===== src/rtl/median_of_three_quicksort_assert.svh =====
// assertion macros for the median-of-three quicksort block
`ifndef MEDIAN_OF_THREE_QUICKSORT_ASSERT_SVH
`define MEDIAN_OF_THREE_QUICKSORT_ASSERT_SVH

// same-cycle implication, reset masks the check
`define MQS_ASSERT_IMPL(lbl, clk, rst_n, ante, cons, msg) \
	lbl: assert property (@(posedge clk) disable iff (!rst_n) (ante) |-> (cons)) \
		else $error(msg);

// next-cycle implication, reset masks the check
`define MQS_ASSERT_NEXT(lbl, clk, rst_n, ante, cons, msg) \
	lbl: assert property (@(posedge clk) disable iff (!rst_n) (ante) |=> (cons)) \
		else $error(msg);

`endif


===== src/rtl/mqs_pkg.sv =====
// ----------------------------------------------------------------------------
// mqs_pkg
// Shared types and constants of the median-of-three quicksort block.
// ----------------------------------------------------------------------------
`timescale 1ns / 1ps
`default_nettype none
package mqs_pkg;

	localparam int MAX_KEYS_DEF  = 64;
	localparam int KEY_WIDTH_DEF = 32;
	localparam int THR_W         = 7;
	localparam logic [THR_W-1:0] THR_RESET = 7'd16;

	// register indexes
	localparam logic REG_THR = 1'b0;
	localparam logic REG_SGN = 1'b1;

	typedef enum logic [4:0] {
		S_IDLE, S_INIT, S_POP, S_POPW, S_CHOOSE, S_PIVMID,
		S_MRB, S_MRM, S_MRL, S_MSEL,
		S_SWPIV, S_SWLH, S_SWBH, S_SWRA, S_SWRB, S_SWWA, S_SWWB,
		S_PINIT, S_LORD, S_LOCK, S_HIRD, S_HICK,
		S_PUSHR, S_PUSHL, S_EMRD, S_EMOUT
	} ctrl_state_t;

	typedef enum logic [1:0] {
		SWK_PIV, SWK_PART, SWK_FIN
	} swap_kind_t;

	typedef enum logic [4:0] {
		OP_NONE, OP_LOAD, OP_INIT, OP_POP_RD, OP_POP_LATCH, OP_PIV_MID,
		OP_MED_RB, OP_MED_RM, OP_MED_RL, OP_MED_SEL,
		OP_SW_SET_PIV, OP_SW_SET_LH, OP_SW_SET_BH,
		OP_SW_RA, OP_SW_RB, OP_SW_WA, OP_SW_WA_PK, OP_SW_WB,
		OP_PART_INIT, OP_LO_RD, OP_HI_RD, OP_PUSH_R, OP_PUSH_L,
		OP_EM_RD, OP_EM_OUT
	} dp_op_t;

	typedef struct packed {
		dp_op_t op;
	} dp_cmd_t;

	typedef struct packed {
		logic sp_zero;
		logic small_range;
		logic lo_stop;
		logic hi_stop;
		logic lo_ge_hi;
		logic em_last;
	} dp_status_t;

endpackage
`default_nettype wire


===== src/rtl/median_of_three_quicksort.sv =====
// ----------------------------------------------------------------------------
// median_of_three_quicksort
// In-place quicksort of a loaded key set with median-of-three pivot choice.
// ----------------------------------------------------------------------------
// Usage: present key_in and final_in with start; a key is taken at each
// clock edge where start is high and busy is low, one key per cycle.
// Keys beyond MAX_KEYS are dropped, but a final mark still closes the set.
// After the final key, busy rises while the set is sorted: each scan step
// of the partition reads and checks one key, each swap reads both keys and
// writes them back, each popped range is set up with the middle pivot or
// the median of three and ends with the pushes, all bounded by the single
// read port of the key RAM. The sorted keys then leave one at a time on
// key_out, each valid for the one cycle that strobe is high, final_out on
// the last key; the receiver cannot hold them off. busy falls the cycle
// after the last. Configuration goes through the APB port; the user must
// write it only while busy is low, the block does not enforce it.
// Register 0 at address 0 is the small-range threshold, register 1 at
// address 4 selects signed compare. Reset returns to loading with an empty
// set, threshold 16 and unsigned compare; the RAMs need no clearing.
// ----------------------------------------------------------------------------
`timescale 1ns / 1ps
`default_nettype none
module median_of_three_quicksort
	import mqs_pkg::*;
#(
	parameter int MAX_KEYS  = MAX_KEYS_DEF,
	parameter int KEY_WIDTH = KEY_WIDTH_DEF
) (
	input  wire logic        clk,
	input  wire logic        arst_n,
	input  wire logic        start,
	output logic             busy,
	input  wire logic [31:0] key_in,
	input  wire logic        final_in,
	output logic             strobe,
	output logic      [31:0] key_out,
	output logic             final_out,
	input  wire logic        psel,
	input  wire logic        penable,
	input  wire logic        pwrite,
	input  wire logic [2:0]  paddr,
	input  wire logic [31:0] pwdata,
	output logic      [31:0] prdata,
	output logic             pready
);

	logic [THR_W-1:0] thr_q;
	logic             sgn_q;
	logic             cfg_wr;
	dp_cmd_t          cmd;
	dp_status_t       status;

	// configuration registers
	assign pready = 1'b1;
	assign cfg_wr = psel && penable && pwrite && pready;

	always_ff @(posedge clk or negedge arst_n) begin
		if (!arst_n) begin
			thr_q <= THR_RESET;
			sgn_q <= 1'b0;
		end else if (cfg_wr) begin
			unique case (paddr[2])
				REG_THR: thr_q <= pwdata[THR_W-1:0];
				REG_SGN: sgn_q <= pwdata[0];
				default: ;
			endcase
		end
	end

	// read back
	always_comb begin
		unique case (paddr[2])
			REG_THR: prdata = {{(32 - THR_W){1'b0}}, thr_q};
			REG_SGN: prdata = {31'd0, sgn_q};
			default: prdata = '0;
		endcase
	end

	mqs_ctrl u_ctrl (
		.clk      (clk),
		.arst_n   (arst_n),
		.start    (start),
		.final_in (final_in),
		.status   (status),
		.cmd      (cmd),
		.busy     (busy),
		.strobe   (strobe)
	);

	mqs_datapath #(.MAX_KEYS(MAX_KEYS), .KEY_WIDTH(KEY_WIDTH)) u_dp (
		.clk       (clk),
		.arst_n    (arst_n),
		.cmd       (cmd),
		.status    (status),
		.key_in    (key_in),
		.thr       (thr_q),
		.sgn       (sgn_q),
		.key_out   (key_out),
		.final_out (final_out)
	);

`include "median_of_three_quicksort_assert.svh"

	// results only come out while the block is busy
	`MQS_ASSERT_IMPL(a_strobe_busy, clk, arst_n, strobe, busy, "result outside busy")
	// a final key closes the set and starts sorting
	`MQS_ASSERT_NEXT(a_final_busy, clk, arst_n, start && !busy && final_in, busy,
		"final key did not start sort")
	// last result returns the block to loading
	`MQS_ASSERT_NEXT(a_last_idle, clk, arst_n, strobe && final_out, !busy,
		"busy after last result")
	// results never come back to back
	`MQS_ASSERT_NEXT(a_strobe_gap, clk, arst_n, strobe, !strobe, "back-to-back results")

endmodule
`default_nettype wire


===== src/rtl/mqs_ram.sv =====
// ----------------------------------------------------------------------------
// mqs_ram
// Generic single-write, single-read RAM with registered read data.
// ----------------------------------------------------------------------------
`timescale 1ns / 1ps
`default_nettype none
module mqs_ram #(
	parameter int WIDTH = 32,
	parameter int DEPTH = 64
) (
	input  wire logic                     clk,
	input  wire logic                     we,
	input  wire logic [$clog2(DEPTH)-1:0] waddr,
	input  wire logic [WIDTH-1:0]         wdata,
	input  wire logic [$clog2(DEPTH)-1:0] raddr,
	output logic      [WIDTH-1:0]         rdata
);

	logic [WIDTH-1:0] mem [DEPTH];

	// write port and registered read
	always_ff @(posedge clk) begin
		if (we) begin
			mem[waddr] <= wdata;
		end
		rdata <= mem[raddr];
	end

endmodule
`default_nettype wire


===== src/rtl/mqs_datapath.sv =====
// ----------------------------------------------------------------------------
// mqs_datapath
// Key store, range stack, index registers and comparators of the sorter.
// ----------------------------------------------------------------------------
`timescale 1ns / 1ps
`default_nettype none
module mqs_datapath
	import mqs_pkg::*;
#(
	parameter int MAX_KEYS  = MAX_KEYS_DEF,
	parameter int KEY_WIDTH = KEY_WIDTH_DEF
) (
	input  wire logic             clk,
	input  wire logic             arst_n,
	input  wire dp_cmd_t          cmd,
	output dp_status_t            status,
	input  wire logic [31:0]      key_in,
	input  wire logic [THR_W-1:0] thr,
	input  wire logic             sgn,
	output logic      [31:0]      key_out,
	output logic                  final_out
);

	localparam int IW = $clog2(MAX_KEYS);
	localparam int CW = $clog2(MAX_KEYS + 1);
	localparam int SW = IW + CW;
	localparam int TW = (CW > THR_W) ? CW : THR_W;
	localparam logic [CW-1:0] MAXC = CW'(MAX_KEYS);
	localparam logic [CW-1:0] ONE  = CW'(1);
	localparam logic [CW-1:0] TWO  = CW'(2);

	logic [CW-1:0]        count_q, sp_q, b_q, m_q, lo_q, hi_q, piv_q, sa_q, sb_q, oi_q;
	logic [KEY_WIDTH-1:0] ta_q, pk_q, kf_q, km_q;
	logic [CW-1:0]        last, mid, piv_med, size_r, size_l;
	logic [KEY_WIDTH-1:0] flip, k_rdata, k_wdata;
	logic [IW-1:0]        k_waddr, k_raddr, s_waddr, s_raddr;
	logic                 k_we, s_we, sp_room;
	logic [SW-1:0]        s_wdata, s_rdata;

	function automatic logic key_lt(input logic [KEY_WIDTH-1:0] a,
		input logic [KEY_WIDTH-1:0] b, input logic [KEY_WIDTH-1:0] f);
		key_lt = (a ^ f) < (b ^ f);
	endfunction

	// range geometry
	assign flip    = KEY_WIDTH'(sgn) << (KEY_WIDTH - 1);
	assign last    = b_q + m_q - ONE;
	assign mid     = b_q + (m_q >> 1);
	assign size_r  = last - hi_q;
	assign size_l  = hi_q - b_q;
	assign sp_room = sp_q < MAXC;

	// median of first, middle and last
	always_comb begin
		if (key_lt(kf_q, k_rdata, flip)) begin
			piv_med = key_lt(km_q, kf_q, flip) ? b_q :
				(key_lt(km_q, k_rdata, flip) ? mid : last);
		end else begin
			piv_med = key_lt(km_q, k_rdata, flip) ? last :
				(key_lt(km_q, kf_q, flip) ? mid : b_q);
		end
	end

	// status back to the controller
	assign status.sp_zero     = (sp_q == '0);
	assign status.small_range = TW'(m_q) <= TW'(thr);
	assign status.lo_stop     = !key_lt(k_rdata, pk_q, flip) || (lo_q >= last);
	assign status.hi_stop     = !key_lt(pk_q, k_rdata, flip) || (hi_q <= b_q);
	assign status.lo_ge_hi    = lo_q >= hi_q;
	assign status.em_last     = (oi_q + ONE) == count_q;

	assign key_out   = 32'(k_rdata);
	assign final_out = status.em_last;

	// memory port steering
	always_comb begin
		k_we    = 1'b0;
		k_waddr = '0;
		k_wdata = ta_q;
		k_raddr = '0;
		s_we    = 1'b0;
		s_waddr = sp_q[IW-1:0];
		s_wdata = '0;
		s_raddr = '0;
		unique case (cmd.op) inside
			OP_LOAD: begin
				k_we    = count_q < MAXC;
				k_waddr = count_q[IW-1:0];
				k_wdata = KEY_WIDTH'(key_in);
			end
			OP_INIT: begin
				s_we    = count_q >= TWO;
				s_waddr = '0;
				s_wdata = {IW'(0), count_q};
			end
			OP_POP_RD: s_raddr = IW'(sp_q - ONE);
			OP_MED_RB: k_raddr = b_q[IW-1:0];
			OP_MED_RM: k_raddr = mid[IW-1:0];
			OP_MED_RL: k_raddr = last[IW-1:0];
			OP_SW_RA:  k_raddr = sa_q[IW-1:0];
			OP_SW_RB:  k_raddr = sb_q[IW-1:0];
			OP_SW_WA, OP_SW_WA_PK: begin
				k_we    = 1'b1;
				k_waddr = sa_q[IW-1:0];
				k_wdata = k_rdata;
			end
			OP_SW_WB: begin
				k_we    = 1'b1;
				k_waddr = sb_q[IW-1:0];
				k_wdata = ta_q;
			end
			OP_LO_RD: k_raddr = IW'(lo_q + ONE);
			OP_HI_RD: k_raddr = IW'(hi_q - ONE);
			OP_PUSH_R: begin
				s_we    = sp_room && (size_r >= TWO);
				s_wdata = {IW'(hi_q + ONE), size_r};
			end
			OP_PUSH_L: begin
				s_we    = sp_room && (size_l >= TWO);
				s_wdata = {b_q[IW-1:0], size_l};
			end
			OP_EM_RD: k_raddr = oi_q[IW-1:0];
			default: ;
		endcase
	end

	// control registers
	always_ff @(posedge clk or negedge arst_n) begin
		if (!arst_n) begin
			count_q <= '0;
			sp_q    <= '0;
		end else begin
			case (cmd.op)
				OP_LOAD: if (count_q < MAXC) count_q <= count_q + ONE;
				OP_INIT: sp_q <= (count_q >= TWO) ? ONE : '0;
				OP_POP_RD: sp_q <= sp_q - ONE;
				OP_PUSH_R: if (sp_room && (size_r >= TWO)) sp_q <= sp_q + ONE;
				OP_PUSH_L: if (sp_room && (size_l >= TWO)) sp_q <= sp_q + ONE;
				OP_EM_OUT: if (status.em_last) count_q <= '0;
				default: ;
			endcase
		end
	end

	// index and key registers
	always_ff @(posedge clk) begin
		case (cmd.op)
			OP_INIT:       oi_q <= '0;
			OP_POP_LATCH: begin
				b_q <= CW'(s_rdata[SW-1:CW]);
				m_q <= s_rdata[CW-1:0];
			end
			OP_PIV_MID:    piv_q <= mid;
			OP_MED_RM:     kf_q <= k_rdata;
			OP_MED_RL:     km_q <= k_rdata;
			OP_MED_SEL:    piv_q <= piv_med;
			OP_SW_SET_PIV: begin
				sa_q <= b_q;
				sb_q <= piv_q;
			end
			OP_SW_SET_LH: begin
				sa_q <= lo_q;
				sb_q <= hi_q;
			end
			OP_SW_SET_BH: begin
				sa_q <= b_q;
				sb_q <= hi_q;
			end
			OP_SW_RB:      ta_q <= k_rdata;
			OP_SW_WA_PK:   pk_q <= k_rdata;
			OP_PART_INIT: begin
				lo_q <= b_q;
				hi_q <= last + ONE;
			end
			OP_LO_RD:      lo_q <= lo_q + ONE;
			OP_HI_RD:      hi_q <= hi_q - ONE;
			OP_EM_OUT:     oi_q <= oi_q + ONE;
			default: ;
		endcase
	end

	mqs_ram #(.WIDTH(KEY_WIDTH), .DEPTH(MAX_KEYS)) u_key_ram (
		.clk   (clk),
		.we    (k_we),
		.waddr (k_waddr),
		.wdata (k_wdata),
		.raddr (k_raddr),
		.rdata (k_rdata)
	);

	mqs_ram #(.WIDTH(SW), .DEPTH(MAX_KEYS)) u_stack_ram (
		.clk   (clk),
		.we    (s_we),
		.waddr (s_waddr),
		.wdata (s_wdata),
		.raddr (s_raddr),
		.rdata (s_rdata)
	);

endmodule
`default_nettype wire


===== src/rtl/mqs_ctrl.sv =====
// ----------------------------------------------------------------------------
// mqs_ctrl
// Sequencer for loading, quicksort partitioning and streaming out.
// ----------------------------------------------------------------------------
`timescale 1ns / 1ps
`default_nettype none
module mqs_ctrl
	import mqs_pkg::*;
(
	input  wire logic       clk,
	input  wire logic       arst_n,
	input  wire logic       start,
	input  wire logic       final_in,
	input  wire dp_status_t status,
	output dp_cmd_t         cmd,
	output logic            busy,
	output logic            strobe
);

	ctrl_state_t state_q, state_d;
	swap_kind_t  kind_q, kind_d;

	always_ff @(posedge clk or negedge arst_n) begin
		if (!arst_n) begin
			state_q <= S_IDLE;
			kind_q  <= SWK_PIV;
		end else begin
			state_q <= state_d;
			kind_q  <= kind_d;
		end
	end

	// next state
	always_comb begin
		state_d = state_q;
		kind_d  = kind_q;
		unique case (state_q)
			S_IDLE:   if (start && final_in) state_d = S_INIT;
			S_INIT:   state_d = S_POP;
			S_POP:    state_d = status.sp_zero ? S_EMRD : S_POPW;
			S_POPW:   state_d = S_CHOOSE;
			S_CHOOSE: state_d = status.small_range ? S_PIVMID : S_MRB;
			S_PIVMID: state_d = S_SWPIV;
			S_MRB:    state_d = S_MRM;
			S_MRM:    state_d = S_MRL;
			S_MRL:    state_d = S_MSEL;
			S_MSEL:   state_d = S_SWPIV;
			S_SWPIV: begin
				state_d = S_SWRA;
				kind_d  = SWK_PIV;
			end
			S_SWLH: begin
				state_d = S_SWRA;
				kind_d  = SWK_PART;
			end
			S_SWBH: begin
				state_d = S_SWRA;
				kind_d  = SWK_FIN;
			end
			S_SWRA:   state_d = S_SWRB;
			S_SWRB:   state_d = S_SWWA;
			S_SWWA:   state_d = S_SWWB;
			S_SWWB: begin
				unique case (kind_q)
					SWK_PIV:  state_d = S_PINIT;
					SWK_PART: state_d = S_LORD;
					SWK_FIN:  state_d = S_PUSHR;
					default:  state_d = S_PUSHR;
				endcase
			end
			S_PINIT:  state_d = S_LORD;
			S_LORD:   state_d = S_LOCK;
			S_LOCK:   state_d = status.lo_stop ? S_HIRD : S_LORD;
			S_HIRD:   state_d = S_HICK;
			S_HICK: begin
				if (!status.hi_stop) begin
					state_d = S_HIRD;
				end else if (status.lo_ge_hi) begin
					state_d = S_SWBH;
				end else begin
					state_d = S_SWLH;
				end
			end
			S_PUSHR:  state_d = S_PUSHL;
			S_PUSHL:  state_d = S_POP;
			S_EMRD:   state_d = S_EMOUT;
			S_EMOUT:  state_d = status.em_last ? S_IDLE : S_EMRD;
			default:  state_d = S_IDLE;
		endcase
	end

	// datapath command per state
	always_comb begin
		cmd.op = OP_NONE;
		unique case (state_q)
			S_IDLE:   cmd.op = start ? OP_LOAD : OP_NONE;
			S_INIT:   cmd.op = OP_INIT;
			S_POP:    cmd.op = status.sp_zero ? OP_NONE : OP_POP_RD;
			S_POPW:   cmd.op = OP_POP_LATCH;
			S_PIVMID: cmd.op = OP_PIV_MID;
			S_MRB:    cmd.op = OP_MED_RB;
			S_MRM:    cmd.op = OP_MED_RM;
			S_MRL:    cmd.op = OP_MED_RL;
			S_MSEL:   cmd.op = OP_MED_SEL;
			S_SWPIV:  cmd.op = OP_SW_SET_PIV;
			S_SWLH:   cmd.op = OP_SW_SET_LH;
			S_SWBH:   cmd.op = OP_SW_SET_BH;
			S_SWRA:   cmd.op = OP_SW_RA;
			S_SWRB:   cmd.op = OP_SW_RB;
			S_SWWA:   cmd.op = (kind_q == SWK_PIV) ? OP_SW_WA_PK : OP_SW_WA;
			S_SWWB:   cmd.op = OP_SW_WB;
			S_PINIT:  cmd.op = OP_PART_INIT;
			S_LORD:   cmd.op = OP_LO_RD;
			S_HIRD:   cmd.op = OP_HI_RD;
			S_PUSHR:  cmd.op = OP_PUSH_R;
			S_PUSHL:  cmd.op = OP_PUSH_L;
			S_EMRD:   cmd.op = OP_EM_RD;
			S_EMOUT:  cmd.op = OP_EM_OUT;
			default:  cmd.op = OP_NONE;
		endcase
	end

	assign busy   = (state_q != S_IDLE);
	assign strobe = (state_q == S_EMOUT);

endmodule
`default_nettype wire


===== config.mk =====
export PLATFORM = sky130hd
export DESIGN_NAME = median_of_three_quicksort
export DESIGN_NICKNAME = d
export VERILOG_FILES = /design/src/rtl/mqs_pkg.sv /design/src/rtl/median_of_three_quicksort.sv /design/src/rtl/mqs_ram.sv /design/src/rtl/mqs_datapath.sv /design/src/rtl/mqs_ctrl.sv
export VERILOG_INCLUDE_DIRS = /design/src /design/src/rtl
export SDC_FILE = /design/constraint.sdc
export NUM_CORES = 2
export LEC_CHECK = 0
export ABC_AREA = 1
export ABC_CLOCK_PERIOD_IN_PS = 4760
export BUFFER_PORTS_ARGS = -buffer_cell sky130_fd_sc_hd__buf_2
export CAP_MARGIN = 20
export CORE_AREA = 2 2 533 535
export DETAILED_ROUTE_END_ITERATION = 8
export DIE_AREA = 0 0 535 537
export PLACE_DENSITY = 0.68
export SYNTH_ARGS = -nofsm -noshare
export SYNTH_HDL_FRONTEND = slang
export SYNTH_SLANG_ARGS = --single-unit

===== constraint.sdc =====
create_clock -name clk -period 4.76 [get_ports clk]
set_input_delay 0 -clock clk [delete_from_list [all_inputs] [get_ports clk]]
set_output_delay 0 -clock clk [all_outputs]
set_load 0.03 [all_outputs]

==> PnR_summary.wiki <==
{| class="wikitable"
! Metric !! Value
|-
| TritonRoute pass-1 iters || 9
|-
| Source-to-sink clock delay at the later pin of the worst-skew pair || 0.89 ns
|-
| P_sw || 33.6 mW
|-
| Number of top-level pins || 142
|-
| Dominant cell by count in the synthesized netlist || edfxtp_1
|-
| Cell breakdown of the critical path || inv_1, ha_1, inv_1, ha_1, inv_1, fa_2, o21ai_2, xor2_1, ha_1, nand2_1, inv_1, o21ai_0, nand3_1, nand2_1, nand2_1, or2_2, nand3_1, nand3_1, nand2_1, buf_12, nand4_1, buf_6, nor2_1, clkbuf_4
|-
| Dominant cells by area after synthesis || edfxtp_1, nand3_1, nand2_1
|-
| Proportion of netlist area held by the largest area contributor || 65.5%
|-
| Warning count from the yosys run || 0
|-
| Max Buffers Root-to-Sink || 4
|-
| Remaining global-route overflow || 0
|-
| Flops & latches, synth || 3,134
|-
| Drt drc || 0
|-
| Power Density || 558 mW/mm2
|-
| Post-layout net count || 13,200
|-
| Cell variety after synth || 56
|-
| All-Layer GR Usage || 28.5%
|-
| Required @ worst endpoint || 5.34 ns
|-
| Setup violators final || 0
|-
| Largest area contributor in the netlist || edfxtp_1
|-
| H-tree depth || 5
|-
| Longest individual stage delay on the worst path || 0.42 ns
|-
| Worst Path Arrival || 5.05 ns
|-
| Pin count of the biggest net entering global routing || 167
|-
| Switching portion of total power || 37.7%
|-
| Total detailed-routing wirelength || 418,000 um
|-
| DP Cell Count || 16,300
|-
| Final Critical Period || 4.47 ns
|-
| Area of all placed cells without fillers || 0.160 mm2
|-
| Internal power || 55.5 mW
|-
| Worst VDD drop || 0.409 mV
|-
| Die Width || 535 um
|-
| First-pass GRT wire length || 612,000 um
|-
| Largest delay contributor family on the critical path || simple AND/OR/NAND/NOR gates
|-
| Initial Utilization || 49.8%
|-
| Logic gate share of total power || 34.3%
|-
| Slew at the pin with the worst max-slew slack || 1.16 ns
|-
| Synthesized area per cell || 11.0 um2
|-
| Min-Delay Startpoint || key_in[5]
|-
| Fin Clk Skew || 0.0371 ns
|-
| Cell depth of the worst flop-to-flop path || 24
|-
| Clock-pin slew of the registers on the worst-case setup and hold paths || 0.06 ns
|-
| Total number of vias || 98,800
|-
| Hold slack final || 0.0703 ns
|-
| Full die area || 0.287 mm2
|-
| Total leakage power || 62.5 nW
|-
| Number of global-route vias before repair || 94,200
|-
| Commonest register cell after synthesis || edfxtp_1
|-
| Category of the most critical setup path || flop to flop
|-
| Average wire per cell in the routed design || 24.7 um
|-
| Max cap viols || 0
|-
| Placement Rows || 195
|-
| Initial antenna violation count || 15
|-
| End of the worst register-to-register path || u_dp.u_stack_ram.mem[52][9]
|-
| Buffers and inverters on the worst path || 7
|-
| Crit Reg-Reg Startpoint || u_dp.b_q[1]
|-
| Outcome || complete, no violations
|-
| Final Hold Viols || 0
|-
| Area of the mapped netlist || 0.140 mm2
|-
| Post-synthesis async set-or-reset flop share || 0.925%
|-
| Cells on Worst Hold Path || 4
|-
| Ratio of final minimum period to clock period || 94.0%
|-
| Worst-path fanout max || 9
|-
| Vias per Instance || 5.83
|-
| Kind of end point of the critical path || flop
|-
| Drt first-iter violations || 13,200
|-
| Core region area || 0.281 mm2
|-
| Count of pins over their slew limit || 0
|-
| Estimated wirelength of the detail-placed design || 241,000 um
|-
| Die H || 537 um
|-
| Number of routed nets with antenna violations || 0
|-
| Sequential share of power || 37.6%
|-
| End of the worst hold path || u_dp.u_key_ram.mem[57][5]
|-
| Layout Area Growth over Synthesis || 13.8%
|-
| Final Non-Filler Cells || 17,000
|-
| Number of enable flip-flop cells after synthesis || 3,060
|-
| Count of input and output buffers || 88
|-
| Startpoint Class || flop
|-
| Max stage delay cell, worst path || fa_2
|-
| Share of power burned in the clock network || 28.1%
|-
| Classification of the worst-slack hold path || input pin to flop
|-
| Placement-stage cell area || 0.149 mm2
|-
| Max-slew headroom || 22.2%
|-
| Final estimated routing congestion in global placement || 0.921
|-
| Root buffer selected by CTS || clkbuf_16
|-
| Share of final-layout standard cells stronger than drive strength 1 || 9.23%
|-
| Fmax || 224 MHz
|-
| Number of clock buffers inserted by TritonCTS || 329
|-
| Clock sinks || 3,134
|-
| Top cell types by occurrence after synthesis || edfxtp_1, nand3_1, nand2_1
|-
| Reg2Reg Setup Slack || 0.29 ns
|-
| CTS tree || built
|-
| Synth Instances || 12,700
|-
| Share of synthesized area occupied by flip-flops and latches || 66.7%
|}
power groups by stage:
| stage | registers, mW | clock network, mW | logic (mW) |
|---|---|---|---|
| global route | 33.4 | 26.3 | 32.7 |
| global placement | 34.0 | 0 | 29.3 |
| CTS | 33.4 | 25.3 | 29.9 |
| floorplan | 33.9 | 0 | 17.2 |
| finish | 33.5 | 25.0 | 30.6 |
| detailed placement | 34.0 | 0 | 29.7 |
stage by stage:
stage / util [%] / setup WS, ns / power, mW / setup TNS, ns
floorplan: - / -0.190 / 51.1 / -7.43
global placement: 52.8 / -0.0472 / 63.2 / -0.439
detailed placement: 52.8 / 0.0534 / 63.7 / 0
CTS: 56.6 / 0.0243 / 88.6 / 0
global route: 56.7 / -0.0118 / 92.4 / -0.132
finish: 56.7 / 0.287 / 89.0 / 0
routing by layer:
layer / GRT usage (%) / wire length (um) / up-vias
li1: - / - / 44200
met1: 39.3 / 165000 / 48200
met2: 44.5 / 189000 / 5558
met3: 4.95 / 43400 / 942
met4: 12.9 / 20600 / 6
met5: 0 / 45 / -
area by class of cell:
cell class | instances | area, um2
tap | 3743 | 4680
sequential | 3134 | 93500
fill | 22600 | 122000
antenna | 6 | 15.0
timing repair buffer | 647 | 6720
multi-input combinational | 6916 | 37000
clock inverter | 167 | 1630
inverter | 1924 | 7230
clock buffer | 415 | 8680
worst register-to-register path, stage by stage, from the launching register on:
cell and delay (ns):
edfxtp_1 0.39, inv_1 0.09, ha_1 0.22, inv_1 0.06, ha_1 0.15, inv_1 0.08, fa_2 0.42, o21ai_2 0.16
xor2_1 0.23, ha_1 0.30, nand2_1 0.08, inv_1 0.05, o21ai_0 0.09, nand3_1 0.11, nand2_1 0.07, nand2_1 0.08
or2_2 0.31, nand3_1 0.10, nand3_1 0.08, nand2_1 0.13, buf_12 0.15, nand4_1 0.17, buf_6 0.23, nor2_1 0.20
clkbuf_4 0.26
sequential cells by signal, indices dropped and copies added, names as in the netlist, 13 cells and up:
register and count:
u_dp.kf_q 32, u_dp.km_q 32, u_dp.pk_q 32, u_dp.ta_q 32
u_dp.u_key_ram.mem 2048, u_dp.u_key_ram.rdata 32, u_dp.u_stack_ram.mem 832, u_dp.u_stack_ram.rdata 13
placed cells by master, fill, tap and decap left out, types with 6 or more instances in the layout:
cell type	instances
xor2_1	32
o211ai_1	226
inv_1	1910
clkbuf_8	8
a21oi_1	119
nand2_1	2204
a22oi_1	34
o22ai_1	7
diode_2	6
clkbuf_16	331
nor2_1	178
nand3_1	2588
nor2_4	87
buf_2	88
xnor2_1	12
nor2_2	10
clkbuf_1	76
clkinv_2	52
clkinv_1	68
bufinv_16	27
or2_0	11
nor3_1	24
dfxtp_1	45
nand2_2	33
inv_6	10
ha_1	184
dfrtp_1	28
conb_1	26
o21ai_0	190
dlygate4sd3_1	38
nand3b_1	835
nand4_1	38
nor4_1	11
buf_6	14
buf_12	155
buf_4	351
edfxtp_1	3060
worst max-delay path by stage:
stage	start	end	slack, ns	depth (start not counted)
finish	u_dp.b_q[1]	u_dp.u_stack_ram.mem[52][9]	0.29	24
global route	u_dp.b_q[2]	u_dp.u_stack_ram.mem[28][9]	-0.01	25
CTS	u_dp.b_q[1]	u_dp.u_stack_ram.mem[61][12]	0.02	24
detailed placement	u_dp.b_q[1]	u_dp.u_stack_ram.mem[61][10]	0.05	24
global placement	u_dp.b_q[1]	u_dp.u_stack_ram.mem[61][4]	-0.05	24
floorplan	u_dp.b_q[1]	u_dp.u_stack_ram.mem[23][0]	-0.19	21
kinds of logic (layout without fill, tap and decap cells):
logic type      after synthesis  after routing  share of synthesized area, %
buf+inv                    2697           3153                          7.64
flops                      3134           3134                          66.7
other cells                   2             32                       0.00536
xor+xnor                     44             44                         0.275
compound gates              619            619                          2.75
fa+ha+maj                   188            188                          1.70
simple gates               6039           6039                          20.9
what timing repair did:
action / in CTS / in global routing
gates resized for setup: 0 / 45
endpoints found under the hold margin: 262 / 0
endpoints found under the setup margin: 0 / 655
buffers inserted: 0 / 2
hold buffers: 39 / 0
No activity file was read; power rests on OpenSTA's default activity.
